<file path="src/design/stk_pkg.sv">
// Shared types, constants and keyword table for the source tokenizer.
package stk_pkg;

   localparam int OFFSET_BITS_DEF   = 16;
   localparam int KEYWORD_CHARS_DEF = 6;
   localparam int QUEUE_DEPTH       = 4;
   localparam int MAX_TOKENS        = 4;
   localparam int KEYWORD_COUNT     = 15;

   localparam logic [15:0] FIRST_LINE_RESET = 16'd1;
   localparam logic [15:0] LEN_MAX          = 16'hFFFF;
   localparam logic [62:0] VAL_MAX          = {63{1'b1}};

   localparam logic [5:0] K_END    = 6'd0;
   localparam logic [5:0] K_ERR    = 6'd1;
   localparam logic [5:0] K_IDENT  = 6'd2;
   localparam logic [5:0] K_KW0    = 6'd3;
   localparam logic [5:0] K_INT    = 6'd18;
   localparam logic [5:0] K_FLOAT  = 6'd19;
   localparam logic [5:0] K_LPAREN = 6'd20;
   localparam logic [5:0] K_RPAREN = 6'd21;
   localparam logic [5:0] K_LBRACE = 6'd22;
   localparam logic [5:0] K_RBRACE = 6'd23;
   localparam logic [5:0] K_SEMI   = 6'd24;
   localparam logic [5:0] K_COLON  = 6'd25;
   localparam logic [5:0] K_COMMA  = 6'd26;
   localparam logic [5:0] K_PERIOD = 6'd27;
   localparam logic [5:0] K_PLUS   = 6'd28;
   localparam logic [5:0] K_STAR   = 6'd29;
   localparam logic [5:0] K_SLASH  = 6'd30;
   localparam logic [5:0] K_AMP    = 6'd31;
   localparam logic [5:0] K_MINUS  = 6'd32;
   localparam logic [5:0] K_ARROW  = 6'd33;
   localparam logic [5:0] K_BANG   = 6'd34;
   localparam logic [5:0] K_NE     = 6'd35;
   localparam logic [5:0] K_ASSIGN = 6'd36;
   localparam logic [5:0] K_EQEQ   = 6'd37;
   localparam logic [5:0] K_LT     = 6'd38;
   localparam logic [5:0] K_LE     = 6'd39;
   localparam logic [5:0] K_GT     = 6'd40;
   localparam logic [5:0] K_GE     = 6'd41;

   typedef struct packed {
      logic [5:0]  kind;
      logic [15:0] offset;
      logic [15:0] length;
      logic [15:0] line;
      logic [62:0] value;
      logic        overflow;
      logic [7:0]  bad;
   } token_type;

   // All tokens completed by one item, slot 0 first.
   typedef struct packed {
      token_type [MAX_TOKENS-1:0] tok;
      logic [2:0]                 count;
   } bundle_type;

   typedef struct packed {
      logic full;
      logic empty;
   } queue_status_type;

   // Keyword text packed big-endian into the low bytes.
   function automatic logic [63:0] kw_text(input logic [3:0] idx);
      logic [63:0] t;
      case (idx)
         4'd0:    t = 64'h6966;
         4'd1:    t = 64'h666E;
         4'd2:    t = 64'h666F72;
         4'd3:    t = 64'h693634;
         4'd4:    t = 64'h663634;
         4'd5:    t = 64'h693332;
         4'd6:    t = 64'h663332;
         4'd7:    t = 64'h656C7365;
         4'd8:    t = 64'h656E756D;
         4'd9:    t = 64'h626F6F6C;
         4'd10:   t = 64'h7768696C65;
         4'd11:   t = 64'h737472756374;
         4'd12:   t = 64'h65787465726E;
         4'd13:   t = 64'h676C6F62616C;
         4'd14:   t = 64'h72657475726E;
         default: t = 64'h0;
      endcase
      return t;
   endfunction

   function automatic logic [15:0] kw_len(input logic [3:0] idx);
      logic [15:0] l;
      case (idx)
         4'd0, 4'd1:                      l = 16'd2;
         4'd2, 4'd3, 4'd4, 4'd5, 4'd6:    l = 16'd3;
         4'd7, 4'd8, 4'd9:                l = 16'd4;
         4'd10:                           l = 16'd5;
         4'd11, 4'd12, 4'd13, 4'd14:      l = 16'd6;
         default:                         l = 16'd0;
      endcase
      return l;
   endfunction

endpackage

</file>
<file path="src/design/stk_queue.sv">
// Short queue of token bundles between scanner and output serializer.
module stk_queue
   import stk_pkg::*;
(
   input  logic             clock,
   input  logic             reset,
   input  logic             push,
   input  bundle_type       push_data,
   input  logic             pop,
   output bundle_type       head,
   output queue_status_type qstat
);

   localparam int PW = $clog2(QUEUE_DEPTH);
   localparam int CW = $clog2(QUEUE_DEPTH + 1);

   bundle_type          mem_ff [QUEUE_DEPTH];
   logic [PW-1:0]       wr_ff, rd_ff;
   logic [CW-1:0]       cnt_ff, cnt_in;

   assign qstat.full  = (cnt_ff == CW'(QUEUE_DEPTH));
   assign qstat.empty = (cnt_ff == '0);
   assign head        = mem_ff[rd_ff];

   always_comb begin
      cnt_in = cnt_ff;
      if (push && !pop) cnt_in = cnt_ff + 1'b1;
      else if (pop && !push) cnt_in = cnt_ff - 1'b1;
   end

   always_ff @(posedge clock) begin
      if (push) mem_ff[wr_ff] <= push_data;
   end

   always_ff @(posedge clock) begin
      if (reset) begin
         wr_ff  <= '0;
         rd_ff  <= '0;
         cnt_ff <= '0;
      end else begin
         if (push) wr_ff <= (wr_ff == PW'(QUEUE_DEPTH - 1)) ? '0 : wr_ff + 1'b1;
         if (pop)  rd_ff <= (rd_ff == PW'(QUEUE_DEPTH - 1)) ? '0 : rd_ff + 1'b1;
         cnt_ff <= cnt_in;
      end
   end

endmodule

</file>
<file path="config.mk">
export PLATFORM = sky130hd
export DESIGN_NAME = stk_queue
export DESIGN_NICKNAME = d
export VERILOG_FILES = /design/src/design/stk_pkg.sv /design/src/design/stk_queue.sv
export SDC_FILE = /design/constraint.sdc
export NUM_CORES = 1
export LEC_CHECK = 0
export ABC_AREA = 1
export BUFFER_PORTS_ARGS = -buffer_cell sky130_fd_sc_hd__buf_2
export CORE_MARGIN = 3
export CORE_UTILIZATION = 45
export DETAILED_ROUTE_END_ITERATION = 10
export PLACE_DENSITY = 0.63
export REMOVE_ABC_BUFFERS = 1
export SLEW_MARGIN = 20
export SYNTH_ARGS = -nofsm -noshare
export SYNTH_HDL_FRONTEND = slang
export SYNTH_SLANG_ARGS = --single-unit
export TNS_END_PERCENT = 20
</file>
<file path="constraint.sdc">
create_clock -name clock -period 11.08 [get_ports clock]
set_clock_uncertainty 0.15 [all_clocks]
set_input_delay 1.108 -clock clock [delete_from_list [all_inputs] [get_ports clock]]
set_output_delay 1.108 -clock clock [all_outputs]
set_load 0.02 [all_outputs]
</file>
==> metrics, run 1 <==
Syn-to-layout area delta=17.0%; Die Y=415 um; per-cell routed wire length=23.2 um; initial antenna violation count=112; Tightest Pin Transition=1190 ps; layout net count=6,408; status=finished, final reports clean; H-tree levels=4; Yosys cell types=20; Hold WS=331 ps; sequential area share after synthesis=approximately 80%; Int Power=0.0128 W; RSZ-0062 raised after global routing=no; Worst setup EP type=primary output; CP Launch Type=register; share of layout cells above drive strength 1=21.9%; number of remaining DRC errors=0; setup tns final=0 ps; setup bufs post-CTS=0; logic gate share of total power=10.9%; fillers=approximately 14,000; die span in x=415 um; Final GP Congestion=0.821; CP arrival=4880 ps; mapped cell area=0.0753 mm2; I/O pins=just over 1,000; pin count of the biggest net entering global routing=between 200 and 250; VDD IR max=0.152 mV; Max Cap Viol=0; PostCTS Resize Cnt=0; P per Cell Area=193 mW/mm2; Synth Area per Inst=around 15 um2; Worst slew margin=20.8%; Synth Flop Type=edfxtp_1; Initial DRT Pass Iterations=5; post-layout minimum cycle time=6140 ps; full die area=0.172 mm2; Port Buffer Count=around 1,000; switching power=0.00424 W; Yosys reg bits=between 2,000 and 2,500; Site Rows=149; Final setup viols=0; Crit path required time=9820 ps; Core Region=~0.17 mm2; max-slew violation count=0; hpwl dp=113,000 um; final hold viol count=0; Leak Pwr=between 30 and 40 nW; Initial Util=45.5%; fmax=163 MHz; CTS tree=built; Synth top area share=80.9%; synth top area cells=edfxtp_1 (81%), o21ai_0 (6.8%), nor2_1 (5.1%); Routed Antenna Nets=0; Max FO, Critical Path=92; Gate Count Post-Synth=4,961; Max Buffers Root-to-Sink=3; pre-CTS setup slack=5770 ps; Vias/cell=5.48; Flop pwr share=52.2%; most instantiated library cell after synthesis=edfxtp_1; number of synthesized flops with an enable pin=2,028; vias after detailed routing=45,600; Hold Path Class=in -> reg; vias in the first global route=43,100; Detailed Route Iter0 Violations=roughly 4,000; commonest cells in the netlist=edfxtp_1 (2,028), nor2_1 (1,022), o21ai_0 (1,017); Root Buffer=clkbuf_16; WL final=193,000 um; clock buffer count from CTS=200; clock power share=between 30% and 40%; total track usage=21.6%; Crit Path Class=reg -> out; Synth async-reset ratio=0%; final worst slack=4940 ps; sw frac=24.9%; global-route wire length before repair=281,000 um; hold buffers post-CTS=0; GR Overflow Total=0; YS warnings=0; worst-skew pair later-pin latency=~800 ps; cell taking the most area after synthesis=edfxtp_1; clk sinks=~2,000; Worst-path clk slew=60 ps; ratio of final minimum period to clock period=between 50 and 60%
worst paths after layout:
check                  from             end  slack [ps]  cells after the start
max                register        head[63]        4940                      6
max reg2reg        wr_ff[0]   mem_ff[3][63]        7310                      5
min          push_data[231]  mem_ff[3][231]         330                      1
min reg2reg        wr_ff[1]        wr_ff[1]         380                      2
state kept, by name, summed over array words and instances (netlist names), named ones only:
| signal | cells |
|---|---|
| cnt_ff | 3 |
| mem_ff | 2028 |
| rd_ff | 2 |
| wr_ff | 2 |
cell usage in the layout (no fill, tap or decap), types with 2 or more instances in the layout:
master / synthesis / layout
clkinv_8: 0 / 3
dfxtp_4: 0 / 2
dfxtp_1: 9 / 7
clkbuf_16: 0 / 205
nand2_1: 8 / 8
o21ai_0: 1017 / 1017
o22ai_1: 507 / 507
inv_8: 0 / 7
inv_1: 14 / 10
diode_2: 0 / 86
buf_4: 32 / 31
buf_2: 81 / 1019
clkinv_16: 0 / 4
buf_12: 0 / 14
edfxtp_1: 2028 / 2028
clkbuf_1: 173 / 54
a21oi_1: 3 / 3
ha_1: 6 / 6
clkinv_2: 0 / 32
clkinv_1: 0 / 55
bufinv_16: 0 / 4
nor2_1: 1022 / 1022
nor3_1: 4 / 4
inv_6: 0 / 3
power by group through the flow:
stage,Clock [W],Combinational [W],Sequential (W)
3_3_place_gp,0,0.00186,0.00905
2_1_floorplan,0,0.00105,0.00926
6_report,0.00628,0.00187,0.00890
4_1_cts,0.00643,0.00188,0.00890
3_5_place_dp,0,0.00188,0.00906
5_1_grt,0.00673,0.00201,0.00892
worst max-delay path, cell delays in order, from the launching register on:
cell and delay [ps]:
dfxtp_4 930, buf_4 830, buf_4 720, buf_4 660, o21ai_0 190, o22ai_1 340, buf_2 240
through the flow:
step | utilization (%) | total power, W | instance area [um2] | cells
after CTS | 53.1 | 0.0172 | 87900 | 8240
after global placement | 49.4 | 0.0109 | 81800 | 7877
after floorplan | - | 0.0103 | 73400 | 4624
final | 53.2 | 0.0170 | 88100 | 8326
after global routing | 53.2 | 0.0177 | 88000 | 8293
after detailed placement | 49.4 | 0.0109 | 81800 | 7877
kinds of logic (layout without fill, tap and decap cells):
| logic type | after synthesis | after routing | share of synthesized area (%) |
|---|---|---|---|
| XOR/XNOR | 1 | 1 | 0.0116 |
| adder cells (fa/ha/maj) | 7 | 7 | 0.126 |
| other | 0 | 86 | 0 |
| AO/OA/AOI/OAI | 1527 | 1527 | 11.0 |
| buffers and inverters | 353 | 1443 | 2.57 |
| flip-flops | 2037 | 2037 | 81.1 |
| AND/OR/NAND/NOR | 1036 | 1036 | 5.18 |
cell type report:
class / instances / area, um2 / area share, %
Sequential cell: 2037 / 61100 / 69.3
Multi-Input combinational cell: 2571 / 12300 / 13.9
Timing Repair Buffer: 1064 / 5610 / 6.37
Clock buffer: 259 / 5330 / 6.05
Tap cell: 2189 / 2740 / 3.11
Clock inverter: 104 / 721 / 0.818
Antenna cell: 86 / 215 / 0.244
Inverter: 16 / 105 / 0.119
routing by layer:
metal | global-route usage, % | routed length, um | part of all wire (%)
met5 | 0 | 150 | 0.078
met4 | 12.1 | 10000 | 5.2
met3 | 5.55 | 13200 | 6.8
met2 | 34.7 | 94200 | 49
met1 | 26.6 | 75300 | 39
No activity file was read; power rests on OpenSTA's default activity.
==> run 2, diff against run 1 <==
--- a/config.mk
+++ b/config.mk
@@ -5,7 +5,7 @@
 export SDC_FILE = /design/constraint.sdc
 export NUM_CORES = 1
 export LEC_CHECK = 0
-export ABC_AREA = 1
+export ABC_AREA = 0
 export BUFFER_PORTS_ARGS = -buffer_cell sky130_fd_sc_hd__buf_2
 export CORE_MARGIN = 3
 export CORE_UTILIZATION = 45
==> constraint.sdc (replaced) <==
create_clock -name clock -period 5.2 [get_ports clock]
set_clock_uncertainty 0.15 [all_clocks]
set_input_delay 0.52 -clock clock [delete_from_list [all_inputs] [get_ports clock]]
set_output_delay 0.52 -clock clock [all_outputs]
set_load 0.02 [all_outputs]
==> metrics, run 2 <==
status=finished, final reports clean (unchanged); Die Y=410 um (was 415 um); Initial Util=45.5% (about the same); P per Cell Area=392 mW/mm2 (was 193 mW/mm2); Power Total=0.0364 W (was 0.0170 W); Root Buffer=clkbuf_16 (unchanged); global-route wire length before repair=252,000 um (was 281,000 um); initial antenna violation count=37 (was 112); fmax=260 MHz; fillers=11,800 (was 13,600); Final GP Congestion=0.771 (was 0.821); hpwl dp=111,000 um (was 113,000 um); Crit Path Class=reg -> out (unchanged); pin count of the biggest net entering global routing=113 (was 233); Synth Flop Type=edfxtp_1 (unchanged); CP Launch Type=register (unchanged); post-synthesis xor/xnor area fraction=0.0238% (was 0.0116%); DP Area=0.0816 mm2 (was 0.0818 mm2); Gate Count Post-Synth=2,692 (was 4,961); share of layout cells above drive strength 1=40.9% (was 21.9%); Site Rows=147 (was 149); final worst slack=1360 ps (was 4940 ps); Crit path required time=4530 ps (was 9820 ps); VDD IR max=0.339 mV (was 0.152 mV); ratio of final minimum period to clock period=73.9%; Max Buffers Root-to-Sink=3 (unchanged); Worst-path clk slew=60 ps (about the same); H-tree levels=4 (unchanged); Core Region=0.161 mm2 (was 0.166 mm2); max-slew violation count=0 (unchanged); combinational family with the most area after synthesis=multiplexers (was compound AO/OA/AOI/OAI gates); total track usage=20.3% (was 21.6%); Synth top area share=82.8% (was 80.9%); Synth async-reset ratio=0% (unchanged); most instantiated library cell after synthesis=edfxtp_1 (unchanged); Yosys cell types=20 (unchanged); layout net count=4,895 (was 6,408); synth top area cells=edfxtp_1 (83%), mux4_2 (16%), buf_6 (0.40%) (was edfxtp_1 (81%), o21ai_0 (6.8%), nor2_1 (5.1%)); Max Cap Viol=0 (unchanged); hold buffers post-CTS=510 (was 0); Simple-Gate Fraction of Synth Area=0.106% (was 5.18%); CTS tree=built (unchanged); sequential area share after synthesis=83.1% (was 81.1%); clock buffer count from CTS=200 (unchanged); Layout Cells excl Fill=6,740 (was 8,326); number of synthesized flops with an enable pin=2,028 (unchanged); Synth Area in Adders=0.129% (was 0.126%); setup tns final=0 ps (unchanged); CP arrival=3170 ps (was 4880 ps); Routed Antenna Nets=0 (unchanged); worst-skew pair later-pin latency=790 ps (was 820 ps); post-layout minimum cycle time=about 3800 ps; Vias/cell=5.26 (was 5.48); Detailed Route Iter0 Violations=2,921 (was 4,082); Tightest Pin Transition=832 ps (was 1190 ps); Yosys reg bits=2,037 (unchanged); commonest cells in the netlist=edfxtp_1 (2,028), mux4_2 (507), buf_2 (41) (was edfxtp_1 (2,028), nor2_1 (1,022), o21ai_0 (1,017)); Initial DRT Pass Iterations=4 (was 5); Placed Cells incl. Taps=5,825 (was 7,877); cell taking the most area after synthesis=edfxtp_1 (unchanged); clk sinks=2,037 (unchanged); Synth Area per Inst=27.3 um2 (was 15.2 um2); Max FO, Critical Path=26 (was 92); YS warnings=0 (unchanged); I/O pins=1,020 (unchanged); biggest registers after layout=mem_ff: 2028 flops, cnt_ff: 3 flops (unchanged); Final setup viols=0 (unchanged); per-cell routed wire length=25.4 um (was 23.2 um); pre-CTS setup slack=2060 ps (was 5770 ps); Syn-to-layout area delta=26.4% (was 17.0%); final hold viol count=0 (unchanged); vias after detailed routing=35,400 (was 45,600); Worst setup EP type=primary output (unchanged); Leak Pwr=31.2 nW (was 30.1 nW); Port Buffer Count=1,019 (unchanged); number of remaining DRC errors=0 (unchanged); setup bufs post-CTS=0 (unchanged); largest register by flop count=mem_ff (unchanged); commonest cells after routing, fill and taps aside=edfxtp_1 (2,028), buf_2 (1,019), dlygate4sd3_1 (510) (was edfxtp_1 (2,028), nor2_1 (1,022), buf_2 (1,019)); Worst slew margin=44.5% (was 20.8%); RSZ-0062 raised after global routing=no (unchanged); commonest non-fill, non-tap cell in the layout=edfxtp_1 (unchanged); die span in x=410 um (was 415 um); vias in the first global route=37,500 (was 43,100); post-synthesis mux area share=15.6% (was 0%); full die area=0.168 mm2 (was 0.172 mm2); mapped cell area=0.0735 mm2 (was 0.0753 mm2); WL final=171,000 um (was 193,000 um); fin area=0.0929 mm2 (was 0.0881 mm2); complex-gate fraction of the synthesized area=0.0204% (was 11.0%); max reg flops=2,028 (unchanged); PostCTS Resize Cnt=0 (unchanged); Hold Path Class=in -> reg (unchanged); GR Overflow Total=0 (unchanged)
-- run 2: cell count changes after synthesis, moves of 11 or more --
cell | previous run | this run
o22ai_1 | 507 | 0
nor2_1 | 1022 | 7
buf_6 | 50 | 26
mux4_2 | 0 | 507
o21ai_0 | 1017 | 1
clkbuf_1 | 173 | 21
buf_4 | 32 | 21
buf_2 | 81 | 41
-- run 2: cell families (layout without fill, tap and decap cells) --
logic type	after synthesis	count (layout)
AND/OR/NAND/NOR	15	15
adder cells (fa/ha/maj)	7	7
XOR/XNOR	2	2
buffers and inverters	117	1964
other	0	41
multiplexers	511	511
flip-flops	2037	2037
AO/OA/AOI/OAI	3	3
-- run 2: worst paths after layout --
kind | startpoint | end | slack, ps | cells after the start
worst min-delay path | push_data[293] | mem_ff[3][293] | 300 | 2
worst max-delay path | register | head[386] | 1360 | 4
worst max register to register | wr_ff[0] | mem_ff[0][136] | 2690 | 4
worst min register to register | cnt_ff[2] | cnt_ff[2] | 360 | 2
-- run 2: critical path: stages, from the launching register on --
cell and delay (ps):
dfxtp_4 770, buf_4 480, buf_4 320, mux4_2 550, buf_2 210
-- run 2: cell type report --
cell class	count	area, um2	area share [%]
inverter	4	15.0	0.0162
clock buffer	253	5230	5.63
timing repair buffer	1596	11200	12.1
multi-input combinational	538	11700	12.6
sequential	2037	61100	65.8
antenna	41	103	0.110
clock inverter	111	833	0.897
tap	2160	2700	2.91
-- run 2: power by group --
part | internal (W) | switching [W] | leakage [nW]
logic | 0.00158 | 0.00235 | 9.52
clock network | 0.00758 | 0.00586 | 2.97
registers | 0.0188 | 0.000161 | 18.7
total | 0.0280 | 0.00837 | 31.2
-- run 2: layer usage --
metal | global-route usage, % | wire, um
met1 | 26.0 | 66500
met2 | 32.5 | 83700
met3 | 6.55 | 14600
met4 | 7.82 | 6370
met5 | 0 | 94
-- run 2: through the flow --
| step | hold WS, ps | utilization, % |
|---|---|---|
| 5_1_grt | 234 | 57.5 |
| 4_1_cts | 198 | 57.5 |
| 6_report | 302 | 57.5 |
| 3_3_place_gp | 348 | 50.5 |
| 3_5_place_dp | 359 | 50.5 |
| 2_1_floorplan | 310 | - |
