$ cat config.mk
export PLATFORM = sky130hd
export DESIGN_NAME = stk_back_flat
export DESIGN_NICKNAME = d
export VERILOG_FILES = /design/src/design/stk_pkg.sv /design/src/design/stk_if.sv /design/src/design/stk_back.sv /design/src/flat_wrapper.sv
export SDC_FILE = /design/constraint.sdc
export NUM_CORES = 1
export LEC_CHECK = 0
export ABC_AREA = 1
export BUFFER_PORTS_ARGS = -buffer_cell sky130_fd_sc_hd__buf_2
export CAP_MARGIN = 15
export CORE_AREA = 4 4 250 252
export CTS_BUF_LIST = sky130_fd_sc_hd__clkbuf_8
export CTS_CLUSTER_SIZE = 24
export DETAILED_ROUTE_END_ITERATION = 7
export DIE_AREA = 0 0 254 256
export SLEW_MARGIN = 20
export SYNTH_ARGS = -nofsm -noshare
export SYNTH_HDL_FRONTEND = slang
export SYNTH_SLANG_ARGS = --single-unit
export TNS_END_PERCENT = 10
$ cat constraint.sdc
create_clock -name clock -period 1.5 [get_ports clock]
set_clock_uncertainty 0.2 [all_clocks]
set_input_delay 0.075 -clock clock [delete_from_list [all_inputs] [get_ports clock]]
set_output_delay 0.075 -clock clock [all_outputs]
set_load 0.01 [all_outputs]
$ cat src/design/stk_pkg.sv
// Shared types, constants and keyword table for the source tokenizer.
package stk_pkg;

   localparam int OFFSET_BITS_DEF   = 16;
   localparam int KEYWORD_CHARS_DEF = 6;
   localparam int QUEUE_DEPTH       = 4;
   localparam int MAX_TOKENS        = 4;
   localparam int KEYWORD_COUNT     = 15;

   localparam logic [15:0] FIRST_LINE_RESET = 16'd1;
   localparam logic [15:0] LEN_MAX          = 16'hFFFF;
   localparam logic [62:0] VAL_MAX          = {63{1'b1}};

   localparam logic [5:0] K_END    = 6'd0;
   localparam logic [5:0] K_ERR    = 6'd1;
   localparam logic [5:0] K_IDENT  = 6'd2;
   localparam logic [5:0] K_KW0    = 6'd3;
   localparam logic [5:0] K_INT    = 6'd18;
   localparam logic [5:0] K_FLOAT  = 6'd19;
   localparam logic [5:0] K_LPAREN = 6'd20;
   localparam logic [5:0] K_RPAREN = 6'd21;
   localparam logic [5:0] K_LBRACE = 6'd22;
   localparam logic [5:0] K_RBRACE = 6'd23;
   localparam logic [5:0] K_SEMI   = 6'd24;
   localparam logic [5:0] K_COLON  = 6'd25;
   localparam logic [5:0] K_COMMA  = 6'd26;
   localparam logic [5:0] K_PERIOD = 6'd27;
   localparam logic [5:0] K_PLUS   = 6'd28;
   localparam logic [5:0] K_STAR   = 6'd29;
   localparam logic [5:0] K_SLASH  = 6'd30;
   localparam logic [5:0] K_AMP    = 6'd31;
   localparam logic [5:0] K_MINUS  = 6'd32;
   localparam logic [5:0] K_ARROW  = 6'd33;
   localparam logic [5:0] K_BANG   = 6'd34;
   localparam logic [5:0] K_NE     = 6'd35;
   localparam logic [5:0] K_ASSIGN = 6'd36;
   localparam logic [5:0] K_EQEQ   = 6'd37;
   localparam logic [5:0] K_LT     = 6'd38;
   localparam logic [5:0] K_LE     = 6'd39;
   localparam logic [5:0] K_GT     = 6'd40;
   localparam logic [5:0] K_GE     = 6'd41;

   typedef struct packed {
      logic [5:0]  kind;
      logic [15:0] offset;
      logic [15:0] length;
      logic [15:0] line;
      logic [62:0] value;
      logic        overflow;
      logic [7:0]  bad;
   } token_type;

   // All tokens completed by one item, slot 0 first.
   typedef struct packed {
      token_type [MAX_TOKENS-1:0] tok;
      logic [2:0]                 count;
   } bundle_type;

   typedef struct packed {
      logic full;
      logic empty;
   } queue_status_type;

   // Keyword text packed big-endian into the low bytes.
   function automatic logic [63:0] kw_text(input logic [3:0] idx);
      logic [63:0] t;
      case (idx)
         4'd0:    t = 64'h6966;
         4'd1:    t = 64'h666E;
         4'd2:    t = 64'h666F72;
         4'd3:    t = 64'h693634;
         4'd4:    t = 64'h663634;
         4'd5:    t = 64'h693332;
         4'd6:    t = 64'h663332;
         4'd7:    t = 64'h656C7365;
         4'd8:    t = 64'h656E756D;
         4'd9:    t = 64'h626F6F6C;
         4'd10:   t = 64'h7768696C65;
         4'd11:   t = 64'h737472756374;
         4'd12:   t = 64'h65787465726E;
         4'd13:   t = 64'h676C6F62616C;
         4'd14:   t = 64'h72657475726E;
         default: t = 64'h0;
      endcase
      return t;
   endfunction

   function automatic logic [15:0] kw_len(input logic [3:0] idx);
      logic [15:0] l;
      case (idx)
         4'd0, 4'd1:                      l = 16'd2;
         4'd2, 4'd3, 4'd4, 4'd5, 4'd6:    l = 16'd3;
         4'd7, 4'd8, 4'd9:                l = 16'd4;
         4'd10:                           l = 16'd5;
         4'd11, 4'd12, 4'd13, 4'd14:      l = 16'd6;
         default:                         l = 16'd0;
      endcase
      return l;
   endfunction

endpackage

$ cat src/design/stk_if.sv


interface stk_rsp_if;
   logic        valid;
   logic        ready;
   logic [5:0]  token_kind;
   logic [15:0] token_offset;
   logic [15:0] token_length;
   logic [15:0] token_line;
   logic [62:0] integer_value;
   logic        value_overflow;
   logic [7:0]  bad_character;
   logic        last_of_run;
   modport source (output valid, token_kind, token_offset, token_length, token_line,
                   integer_value, value_overflow, bad_character, last_of_run,
                   input ready);
   modport sink (input valid, token_kind, token_offset, token_length, token_line,
                 integer_value, value_overflow, bad_character, last_of_run,
                 output ready);
endinterface

$ cat src/design/stk_back.sv
// Serializer: hands out the tokens of the head bundle one per cycle while rsp.ready is high.
module stk_back
   import stk_pkg::*;
(
   input  logic             clock,
   input  logic             reset,
   input  bundle_type       head,
   input  queue_status_type qstat,
   output logic             pop,
   stk_rsp_if.source        rsp
);

   logic [1:0] idx_ff;
   logic       last;
   token_type  t;

   assign t    = head.tok[idx_ff];
   assign last = ({1'b0, idx_ff} + 3'd1) == head.count;

   assign rsp.valid          = !qstat.empty;
   assign rsp.token_kind     = t.kind;
   assign rsp.token_offset   = t.offset;
   assign rsp.token_length   = t.length;
   assign rsp.token_line     = t.line;
   assign rsp.integer_value  = t.value;
   assign rsp.value_overflow = t.overflow;
   assign rsp.bad_character  = t.bad;
   assign rsp.last_of_run    = last;

   assign pop = rsp.valid && rsp.ready && last;

   always_ff @(posedge clock) begin
      if (reset) begin
         idx_ff <= '0;
      end else if (rsp.valid && rsp.ready) begin
         idx_ff <= last ? 2'd0 : idx_ff + 2'd1;
      end
   end

endmodule

$ cat src/flat_wrapper.sv
// flat-port wrapper written by rule: the top's interface ports become plain ports
module stk_back_flat import stk_pkg::*;
  (clock, reset, head, qstat, pop, rsp_valid, rsp_token_kind, rsp_token_offset, rsp_token_length, rsp_token_line, rsp_integer_value, rsp_value_overflow, rsp_bad_character, rsp_last_of_run, rsp_ready);
  stk_rsp_if rsp_i ();
  input  logic clock;
  input  logic reset;
  input  bundle_type head;
  input  queue_status_type qstat;
  output logic pop;
  output wire logic [$bits(rsp_i.valid)-1:0] rsp_valid;
  output wire logic [$bits(rsp_i.token_kind)-1:0] rsp_token_kind;
  output wire logic [$bits(rsp_i.token_offset)-1:0] rsp_token_offset;
  output wire logic [$bits(rsp_i.token_length)-1:0] rsp_token_length;
  output wire logic [$bits(rsp_i.token_line)-1:0] rsp_token_line;
  output wire logic [$bits(rsp_i.integer_value)-1:0] rsp_integer_value;
  output wire logic [$bits(rsp_i.value_overflow)-1:0] rsp_value_overflow;
  output wire logic [$bits(rsp_i.bad_character)-1:0] rsp_bad_character;
  output wire logic [$bits(rsp_i.last_of_run)-1:0] rsp_last_of_run;
  input wire logic [$bits(rsp_i.ready)-1:0] rsp_ready;
  assign rsp_valid = rsp_i.valid;
  assign rsp_token_kind = rsp_i.token_kind;
  assign rsp_token_offset = rsp_i.token_offset;
  assign rsp_token_length = rsp_i.token_length;
  assign rsp_token_line = rsp_i.token_line;
  assign rsp_integer_value = rsp_i.integer_value;
  assign rsp_value_overflow = rsp_i.value_overflow;
  assign rsp_bad_character = rsp_i.bad_character;
  assign rsp_last_of_run = rsp_i.last_of_run;
  assign rsp_i.ready = rsp_ready;
  stk_back u_core (.clock(clock), .reset(reset), .head(head), .qstat(qstat), .pop(pop), .rsp(rsp_i));
endmodule
==> summary.txt, run 1 <==
Outcome
  • Status: complete, but fails checks
  • Failing checks: setup timing

Synth
  • Asr flop ratio synth: 0%
  • Synth Instances: 743
  • Main combinational cell family by area after synthesis: compound AO/OA/AOI/OAI gates
  • Mapped Nets: 1256
  • Synth warn: 0
  • Ys flop type: dfxtp_1
  • Compound-gate portion of the synthesized area: 57.2%
  • EDFF count, synth: 0
  • Register area share after synthesis: 1.11%
  • Share of the synthesized area in the top cell type: 34.1%
  • Synth area leaders: o21ai_0 34%, nor2_1 27%, o22ai_1 22%
  • Synth Area in Simple Gates: 27.8%
  • Synth Area in XOR/XNOR: 0.488%
  • Cell accounting for the most synthesized area: o21ai_0
  • Netlist cell types: 17
  • Multiplexer area fraction after synthesis: 0%
  • Mean Syn Cell Area: 4.83 sq um
  • Commonest cells in the netlist: 254 x nor2_1, 245 x o21ai_0, 126 x o22ai_1
  • Cell with the most instances after synthesis: nor2_1
  • Mapped cell area: 3590 sq um
  • #FFs+latches synth: 2
  • Synth Area in Adders: 0.348%

Power
  • Max VDD drop: 0.200 mV
  • P per Cell Area: 526 nW/um^2
  • Combinational power share: 94.4%
  • NetSw: 2730 uW
  • Cell-internal power: 2550 uW
  • Clock power share: 4.2%
  • Leakage power total: 0.00480 uW
  • Sequential Power Share: 1.4%
  • Sw Ratio: 51.7%

Timing
  • Rel. slew slack: 75.6%
  • # setup viols final: 130
  • Min Tclk post-route: 1.93 ns
  • Unrepaired setup endpoints after global routing: true
  • Final Max Slew Viols: 0
  • Setup ws final: -0.425 ns
  • Final Cycle Share: 128%
  • Final hold viol count: 0
  • Worst Tran Pin Value: 0.363 ns
  • Achievable Freq: 0.519 GHz

Global routing
  • Gr usage total: 13.1%
  • Largest net degree at the start of global routing: 54
  • First-pass GRT wire length: 60800 um
  • Initial antenna violation count: 21
  • Grt total ovfl: 0
  • Vias in the first global route: 8382

Die
  • Row count: 90
  • CORE AREA: 60100 sq um
  • Die W: 254 um
  • Die area: 65000 sq um
  • IO Count: 641
  • Die Ht: 256 um
  • Initial core utilization: 5.97%

Worst setup path
  • CP arrival: 1.65 ns
  • Crit-path max FO: 8
  • Critical Path End Type: primary output
  • CP Data Required Time: 1.22 ns
  • R2R depth: 7
  • Reg2reg start: u_core.idx_ff[0]
  • R2R Setup Slk: -0.16 ns
  • FF-to-FF End: u_core.idx_ff[0]
  • Worst Setup Path Type: reg2out
  • Crit start category: flop

Layout
  • Biggest regs: u_core.idx_ff (2)
  • Layout Nets: 1942
  • Area Overhead vs Synth: 179%
  • Multi-input combinational cell area: 3690 sq um
  • Final std cells w/o fill: 2220
  • Reg with most FFs: u_core.idx_ff
  • Layout cells sized above 1: 61.2%
  • Max FFs per register: 2
  • Storage element area: 47.5 sq um
  • Fillers: 6988

Drt
  • Detail-routed via count per cell: 3.93
  • DR pass1 iterations: 5
  • Antenna-violating nets left: 0
  • Vias post-DR: 8731
  • DRC viols: 0
  • Routed wire length: 48900 um
  • DR WL/cell: 22.0 um
  • Detailed router's first-iteration violation count: 605

Min path
  • Hold EP: u_core.idx_ff[1]
  • Hold Path Origin: rsp_ready
  • Hold Path Cell Cnt: 4
  • HP Class: in2reg

Clock network
  • Num CTS Buffers: 3
  • CTS H-tree depth: 1
  • Clk buf depth: 2
  • Clk slew on worst S/H paths: 0.03 ns
  • CTS tree: done
  • Clk root buf: clkbuf_8
  • CTS sink cnt: 2
  • Clk_lat worst skew: 0.22 ns

Job
  • Max-cap viol count: 0

Placed design
  • Post-detail-place hpwl: 37000 um
  • Placed Cells incl. Taps: 2158
  • Port Buffers: 639
  • Placer congestion estimate: 0.909
  • Post-Place Setup Slack: -0.627 ns
==> cells by family after synthesis <==
kind of cell	after synthesis
compound gates	379
simple gates	265
buf+inv	94
xor+xnor	2
flops	2
fa+ha+maj	1
==> final cells by class <==
cell class | instances | area share [%]
multi-input combinational | 647 | 36.8
clock buffer | 3 | 0.411
antenna | 11 | 0.274
inverter | 11 | 0.561
sequential | 2 | 0.474
timing repair buffer | 764 | 51.8
tap | 782 | 9.75
==> how the worst max path moves through the flow <==
stage / startpoint / end
floorplan: u_core.idx_ff[0] / rsp_integer_value[34]
global placement: u_core.idx_ff[1] / rsp_integer_value[21]
detailed placement: u_core.idx_ff[1] / rsp_integer_value[21]
CTS: u_core.idx_ff[0] / rsp_token_kind[0]
global route: u_core.idx_ff[0] / rsp_token_offset[14]
finish: u_core.idx_ff[0] / rsp_token_offset[3]
==> worst max-delay path: stages (launching register included) <==
cell and delay [ns]:
dfxtp_4 0.42, buf_12 0.15, buf_12 0.12, buf_16 0.14, buf_8 0.13, buf_6 0.10, o21ai_2 0.04, o22ai_1 0.16
buf_2 0.16
==> cells in the final DEF, fill, tap and decap left out, types with 2 or more instances in the layout <==
cell	count
buf_12	21
buf_16	12
buf_2	579
buf_4	92
buf_6	38
buf_8	13
bufbuf_16	3
clkbuf_16	5
clkbuf_8	3
dfxtp_4	2
diode_2	11
inv_1	8
nand2_1	9
nor2_1	220
nor2_2	24
nor2_4	10
o21ai_0	136
o21ai_1	87
o21ai_2	23
o21ai_4	7
o22ai_1	90
o22ai_2	28
o22ai_4	8
==> power by group through the flow <==
stage          clock network [uW]  registers (uW)  logic, uW
2_1_floorplan                   0            61.5       1490
3_3_place_gp                    0            70.9       3800
3_5_place_dp                    0            71.8       3790
4_1_cts                       227            72.5       4770
5_1_grt                       235            74.6       5370
6_report                      221            73.3       4980
==> per-layer routing <==
metal | routed length [um] | share of wire, % | GRT usage, % | vias up
met1 | 20100 | 41 | 16.1 | 4022
met2 | 22900 | 47 | 22.9 | 581
li1 | - | - | - | 4052
met4 | 1070 | 2.2 | 2.19 | 12
met3 | 4660 | 9.5 | 3.84 | 64
met5 | 75 | 0.15 | 0 | -
==> per-stage QoR <==
| step | hold slack (ns) | TNS [ns] | power (uW) | util (%) | cell area, sq um |
|---|---|---|---|---|---|
| global placement | 0.162 | -20.56 | 3870 | 13.4 | 8070 |
| CTS | 0.0719 | -46.17 | 5070 | 15.7 | 9450 |
| detailed placement | 0.149 | -22.15 | 3860 | 13.4 | 8070 |
| floorplan | 0.000980 | 0 | 1550 | - | 3590 |
| finish | 0.0799 | -43.27 | 5280 | 16.7 | 10000 |
| global route | 0.127 | -53.59 | 5680 | 16.7 | 10000 |
==> repair_timing <==
item | in CTS | in global routing
endpoints found under the setup margin | 130 | 130
gates cloned | 14 | 5
gates resized for setup | 221 | 166
hold endpoints to repair | 2 | 0
hold buffers | 1 | 0
buffers inserted | 25 | 8
pin swaps | 27 | 42
No activity file was read; power rests on OpenSTA's default activity.
==> run 2, diff against run 1 <==
- CORE_AREA: 4 4 250 252 -> 2 2 248 250
- CTS_BUF_LIST: sky130_fd_sc_hd__clkbuf_8 -> sky130_fd_sc_hd__clkbuf_4 sky130_fd_sc_hd__clkbuf_8
- DIE_AREA: 0 0 254 256 -> 0 0 250 252
- SKIP_LAST_GASP: default -> 1
==> run 2 against run 1 <==
The run still ends with setup timing left. Worst setup slack worse by 0.092 ns. Clock-buffer cell count unchanged. Combinational power down 9.8%. Critical path depth down 2. Clock power down 2%. Worst hold slack better by 0.11 ns. Sequential share of layout area about the same. Routed wire length down 5.1%. Critical path type unchanged.
==> summary.txt, run 2 (synthesis gave the netlist of run 1 again) <==
Outcome
  • Status: complete, but fails checks
  • Failing checks: setup timing

Clock network
  • Clk_lat worst skew: 0.21 ns (about the same)
  • Clk root buf: clkbuf_8
  • Clk slew on worst S/H paths: 0.03 ns (about the same)
  • CTS tree: done
  • CTS sink cnt: 2 (unchanged)
  • Num CTS Buffers: 3 (unchanged)
  • CTS H-tree depth: 1 (unchanged)
  • Clk buf depth: 2 (unchanged)

Timing
  • Worst Tran Pin Value: 0.349 ns (-0.0137 ns)
  • Min Tclk post-route: 2.02 ns (+0.0921 ns)
  • Unrepaired setup endpoints after global routing: true
  • Final Max Slew Viols: 0 (unchanged)
  • Setup ws final: -0.517 ns (-0.0921 ns)
  • Achievable Freq: 0.496 GHz (-4.6%)
  • Final Cycle Share: 134% (+6.1 points)
  • # setup viols final: 130 (unchanged)
  • TNS Setup: -52.58 ns (-9.31 ns)
  • Final hold viol count: 0 (unchanged)
  • Rel. slew slack: 76.5% (+0.93 points)

Global routing
  • Initial antenna violation count: 12 (-43%)
  • First-pass GRT wire length: 60800 um (about the same)
  • Grt total ovfl: 0 (unchanged)
  • Largest net degree at the start of global routing: 51 (-5.6%)
  • Gr usage total: 13.7% (+0.56 points)
  • Vias in the first global route: 8362 (-0.24%)

Drt
  • DRC viols: 0 (unchanged)
  • Routed wire length: 46400 um (-5.1%)
  • DR WL/cell: 21.0 um (-4.5%)
  • Detailed router's first-iteration violation count: 793 (+31%)
  • Detail-routed via count per cell: 3.94 (about the same)
  • DR pass1 iterations: 7 (+2)
  • Vias post-DR: 8684 (-0.54%)
  • Antenna-violating nets left: 0 (unchanged)

Worst setup path
  • Worst setup startpoint: u_core.idx_ff[0]
  • CP Data Required Time: 1.22 ns (about the same)
  • Crit-path max FO: 18 (+10)
  • CP arrival: 1.74 ns (+0.09 ns)
  • Worst Setup Path Type: reg2out
  • R2R Setup Slk: -0.17 ns (about the same)
  • Critical Path End Type: primary output
  • Crit start category: flop
  • Reg2reg start: u_core.idx_ff[0]
  • Cell Chain, Critical Path: buf_12 > inv_16 > bufbuf_16 > nor2_1 > o22ai_1 > buf_4
  • Crit-path max cell delay: 0.35 ns (-0.07 ns)
  • Crit-path slowest cell: dfxtp_4

Layout
  • Max FFs per register: 2 (unchanged)
  • Storage element area: 47.5 sq um (unchanged)
  • Area Overhead vs Synth: 158%
  • Multi-input combinational cell area: 3490 sq um (-5.3%)
  • Commonest non-fill, non-tap cell in the layout: buf_2
  • Biggest regs: u_core.idx_ff (2)
  • Layout Nets: 1930 (-0.62%)
  • Fillers: 7036 (+0.69%)
  • Layout cells sized above 1: 57.6% (-3.6 points)
  • Commonest non-fill, non-tap cells in the layout: 611 x buf_2, 247 x nor2_1, 209 x o21ai_0, 92 x o22ai_1, 92 x buf_4
  • Reg with most FFs: u_core.idx_ff

Min path
  • Hold Path Origin: head[2]
  • HP Class: in2reg

Power
  • Power Total: 4770 uW (-9.5%)
  • P per Cell Area: 516 nW/um^2 (-1.9%)
  • Max VDD drop: 0.230 mV (+15%)
  • Leakage power total: 0.00456 uW (-4.9%)

Die
  • Row count: 90 (unchanged)
  • Die Ht: 252 um (-1.6%)
  • Die W: 250 um (-1.6%)
  • Initial core utilization: 5.97% (unchanged)
  • IO Count: 641 (unchanged)
  • Die area: 63000 sq um (-3.1%)
  • CORE AREA: 60100 sq um (unchanged)

Placed design
  • Placer congestion estimate: 0.991 (+9.0%)
  • Port Buffers: 639 (unchanged)
  • Post-detail-place hpwl: 38100 um (+3.0%)

Job
  • Max-cap viol count: 0 (unchanged)
-- run 2: stage by stage --
| stage | instances | instance area [sq um] | util, % | setup slack, ns | hold WS [ns] |
|---|---|---|---|---|---|
| detailed placement | 2169 | 8160 | 13.6 | -0.684 | 0.151 |
| finish | 2206 | 9250 | 15.4 | -0.517 | 0.187 |
| floorplan | 743 | 3590 | - | 0.0772 | 0.000980 |
| global route | 2203 | 9240 | 15.4 | -0.571 | 0.219 |
| global placement | 2169 | 8160 | 13.6 | -0.669 | 0.155 |
| CTS | 2197 | 9140 | 15.2 | -0.509 | 0.126 |
-- run 2: per-layer routing --
layer | track usage [%] | wire length (um) | vias up
met5 | 0 | 51 | -
met4 | 4.62 | 1660 | 8
met3 | 3.94 | 4770 | 95
met2 | 22.3 | 20700 | 642
met1 | 17.2 | 19200 | 3922
li1 | - | - | 4017
-- run 2: final timing paths --
check | end | depth (start not counted)
max | rsp_token_kind[3] | 6
min | u_core.idx_ff[1] | 6
max reg2reg | u_core.idx_ff[0] | 7
min reg2reg | u_core.idx_ff[1] | 4
-- run 2: critical path, delay by kind of cell (launching register included) --
kind | cells | cell delay [ns]
buf+inv | 4 | 0.72
flops | 1 | 0.35
compound gates | 1 | 0.17
simple gates | 1 | 0.27
-- run 2: area by class of cell --
class | count | share of cell area, %
timing repair buffer | 752 | 49.8
multi-input combinational | 647 | 37.8
tap | 782 | 10.6
inverter | 11 | 0.649
sequential | 2 | 0.514
clock buffer | 3 | 0.446
antenna | 9 | 0.243
-- run 2: report_power, final --
group	total, uW	internal [uW]	switching, uW
Clock	217	170	46.8
Sequential	69.3	58.2	11.1
Combinational	4490	1980	2510
-- run 2: repair_timing --
| action | CTS | global route |
|---|---|---|
| resized for setup | 139 | 36 |
| hold endpoints to repair | 2 | 0 |
| cloned | 8 | 1 |
| hold buffers | 1 | 0 |
| pin swaps | 17 | 6 |
| setup buffers | 16 | 1 |
| endpoints found under the setup margin | 130 | 130 |
==> run 3, diff against run 2 <==
- MAX_ROUTING_LAYER: default -> met4
==> run 3 against run 2 <==
Sequential cell count unchanged. Register-to-register slack worse by 0.08 ns. The flow still finishes with violations (setup timing). Total power up 15%. Worst hold slack worse by 0.021 ns. Combinational power up 16%. Final area up 12%. Clock power about the same. Global-route usage up 0.78 points. Critical path depth up 1. Cell count up 0.95%. Via count up 3.0%.
==> summary.txt, run 3 (synthesis gave the netlist of run 1 again) <==
Drt
  • DR pass1 iterations: 5 (-2)
  • Vias post-DR: 8944 (+3.0%)
  • Antenna-violating nets left: 0 (unchanged)
  • DRC viols: 0 (unchanged)
  • Detailed router's first-iteration violation count: 707 (-11%)
  • DR WL/cell: 22.8 um (+8.7%)
  • Routed wire length: 50900 um (+9.7%)
  • Detail-routed via count per cell: 4.02 (+2.0%)

Clock network
  • Clk buf depth: 2 (unchanged)
  • Num CTS Buffers: 3 (unchanged)
  • Clk slew on worst S/H paths: 0.03 ns (about the same)
  • CTS sink cnt: 2 (unchanged)
  • CTS H-tree depth: 1 (unchanged)
  • Clk_lat worst skew: 0.21 ns (about the same)
  • Clk root buf: clkbuf_8
  • CTS tree: done

Placed design
  • Placer congestion estimate: 0.956 (-3.5%)
  • Post-detail-place hpwl: 37200 um (-2.2%)
  • Port Buffers: 639 (unchanged)

Outcome
  • Failing checks: setup timing
  • Status: complete, but fails checks

Power
  • Power Total: 5500 uW (+15%)
  • Sequential Power Share: 1.4% (about the same)
  • Sw Ratio: 52.1% (-1.7 points)
  • P per Cell Area: 532 nW/um^2 (+3.0%)
  • Max VDD drop: 0.245 mV (+6.3%)
  • Combinational power share: 94.7% (+0.7 points)
  • NetSw: 2870 uW (+12%)
  • Cell-internal power: 2630 uW (+19%)
  • Leakage power total: 0.00492 uW (+7.9%)
  • Clock power share: 3.9% (-0.6 points)

Die
  • Initial core utilization: 5.97% (unchanged)
  • Row count: 90 (unchanged)
  • Die area: 63000 sq um (unchanged)
  • IO Count: 641 (unchanged)
  • Die Ht: 252 um (unchanged)
  • Die W: 250 um (unchanged)
  • CORE AREA: 60100 sq um (unchanged)

Timing
  • Min Tclk post-route: 1.97 ns (-0.0465 ns)
  • Final hold viol count: 0 (unchanged)
  • # setup viols final: 130 (unchanged)
  • Final Max Slew Viols: 0 (unchanged)
  • Rel. slew slack: 78.2% (+1.7 points)
  • Achievable Freq: 0.507 GHz (+2.4%)
  • Worst Tran Pin Value: 0.324 ns (-0.0253 ns)
  • Final Cycle Share: 131% (-3.1 points)
  • Unrepaired setup endpoints after global routing: true
  • Setup ws final: -0.471 ns (+0.0465 ns)

Layout
  • Commonest non-fill, non-tap cells in the layout: 595 x buf_2, 228 x nor2_1, 135 x o21ai_0, 91 x o22ai_1, 74 x buf_4
  • Area Overhead vs Synth: 188%
  • Max FFs per register: 2 (unchanged)
  • Finished Core Util: 17.2% (+1.8 points)
  • Multi-input combinational cell area: 3790 sq um (+8.5%)
  • Biggest regs: u_core.idx_ff (2)
  • Layout Nets: 1947 (+0.88%)
  • Reg with most FFs: u_core.idx_ff
  • Layout cells sized above 1: 61.9% (+4.3 points)
  • Storage element area: 47.5 sq um (unchanged)
  • Commonest non-fill, non-tap cell in the layout: buf_2
  • Fillers: 6914 (-1.7%)

Worst setup path
  • Crit-path slowest cell: dfxtp_4
  • CP dominant cell by count: buf_16
  • CP top delay family: buffers and inverters
  • Critical Path End Type: primary output
  • CP Data Required Time: 1.22 ns (about the same)
  • CP bufs+invs: 5 (+1)
  • Crit start category: flop
  • Cell Chain, Critical Path: buf_12 > buf_16 > buf_16 > clkbuf_16 > o21ai_0 > o22ai_1 > buf_2
  • CP arrival: 1.70 ns (-0.04 ns)
  • Crit-path max FO: 7 (-11)
  • Worst Setup Path Type: reg2out
  • Crit-path max cell delay: 0.37 ns (+0.02 ns)

Global routing
  • Largest net degree at the start of global routing: 45 (-12%)
  • Grt total ovfl: 0 (unchanged)
  • First-pass GRT wire length: 62000 um (+2.0%)
  • Gr usage total: 14.4% (+0.78 points)
  • Vias in the first global route: 8264 (-1.2%)
  • Initial antenna violation count: 20 (+8)

Min path
  • HP Class: in2reg

Job
  • Max-cap viol count: 0 (unchanged)
## run 3: power by group through the flow
stage          clock network [uW]  registers, uW  logic [uW]
4_1_cts                       220           72.1        4740
3_3_place_gp                    0           72.2        3850
2_1_floorplan                   0           61.5        1490
5_1_grt                       229           77.8        5580
6_report                      214           77.1        5200
3_5_place_dp                    0           72.6        3840
## run 3: worst paths after layout
path | depth (start not counted) | slack, ns | start | end
worst max-delay path | 7 | -0.47 | u_core.idx_ff[0] | rsp_integer_value[62]
worst min-delay path | 5 | 0.17 | head[1] | u_core.idx_ff[0]
worst max register to register | 8 | -0.25 | u_core.idx_ff[0] | u_core.idx_ff[0]
worst min register to register | 3 | 0.68 | u_core.idx_ff[1] | u_core.idx_ff[1]
## run 3: cell type report
type | count | area share, %
Multi-Input combinational cell | 647 | 36.7
Clock buffer | 3 | 0.399
Sequential cell | 2 | 0.460
Timing Repair Buffer | 769 | 52.1
Tap cell | 782 | 9.47
Antenna cell | 13 | 0.315
Inverter | 11 | 0.593
## run 3: timing repair
| action | 4_1_cts | 5_1_grt |
|---|---|---|
| pin swaps | 25 | 36 |
| hold endpoints to repair | 2 | 0 |
| setup buffers | 16 | 5 |
| gates cloned | 13 | 13 |
| hold buffers | 1 | 0 |
| setup endpoints to repair | 130 | 130 |
| resized for setup | 193 | 207 |
## run 3: tightest hold or removal path, delay by kind of cell
| kind | cells | cell delay [ns] |
|---|---|---|
| buf+inv | 1 | 0.13 |
| simple gates | 3 | 0.26 |
| xor+xnor | 1 | 0.08 |
## run 3: metal layers
metal  wire length, um  GRT usage (%)  vias up  share of wire [%]
met5                 0              -        -                  0
met4              2400           5.47        0                4.7
met3              4590           2.95      121                9.0
met2             22100           22.4      711                 43
met1             21800           18.4     4049                 43
li1                  -              -     4063                  -
## run 3: through the flow
stage                     worst slack, ns  hold WS [ns]  std cells  instance area, sq um  setup TNS, ns
after floorplan                    0.0772      0.000980        743                  3590              0
after global placement             -0.757         0.149       2168                  8140         -19.48
after detailed placement           -0.750         0.146       2168                  8140         -19.58
after CTS                          -0.453         0.120       2199                  9380         -51.29
after global routing               -0.487         0.206       2224                 10300         -57.07
final                              -0.471         0.166       2227                 10300         -48.26
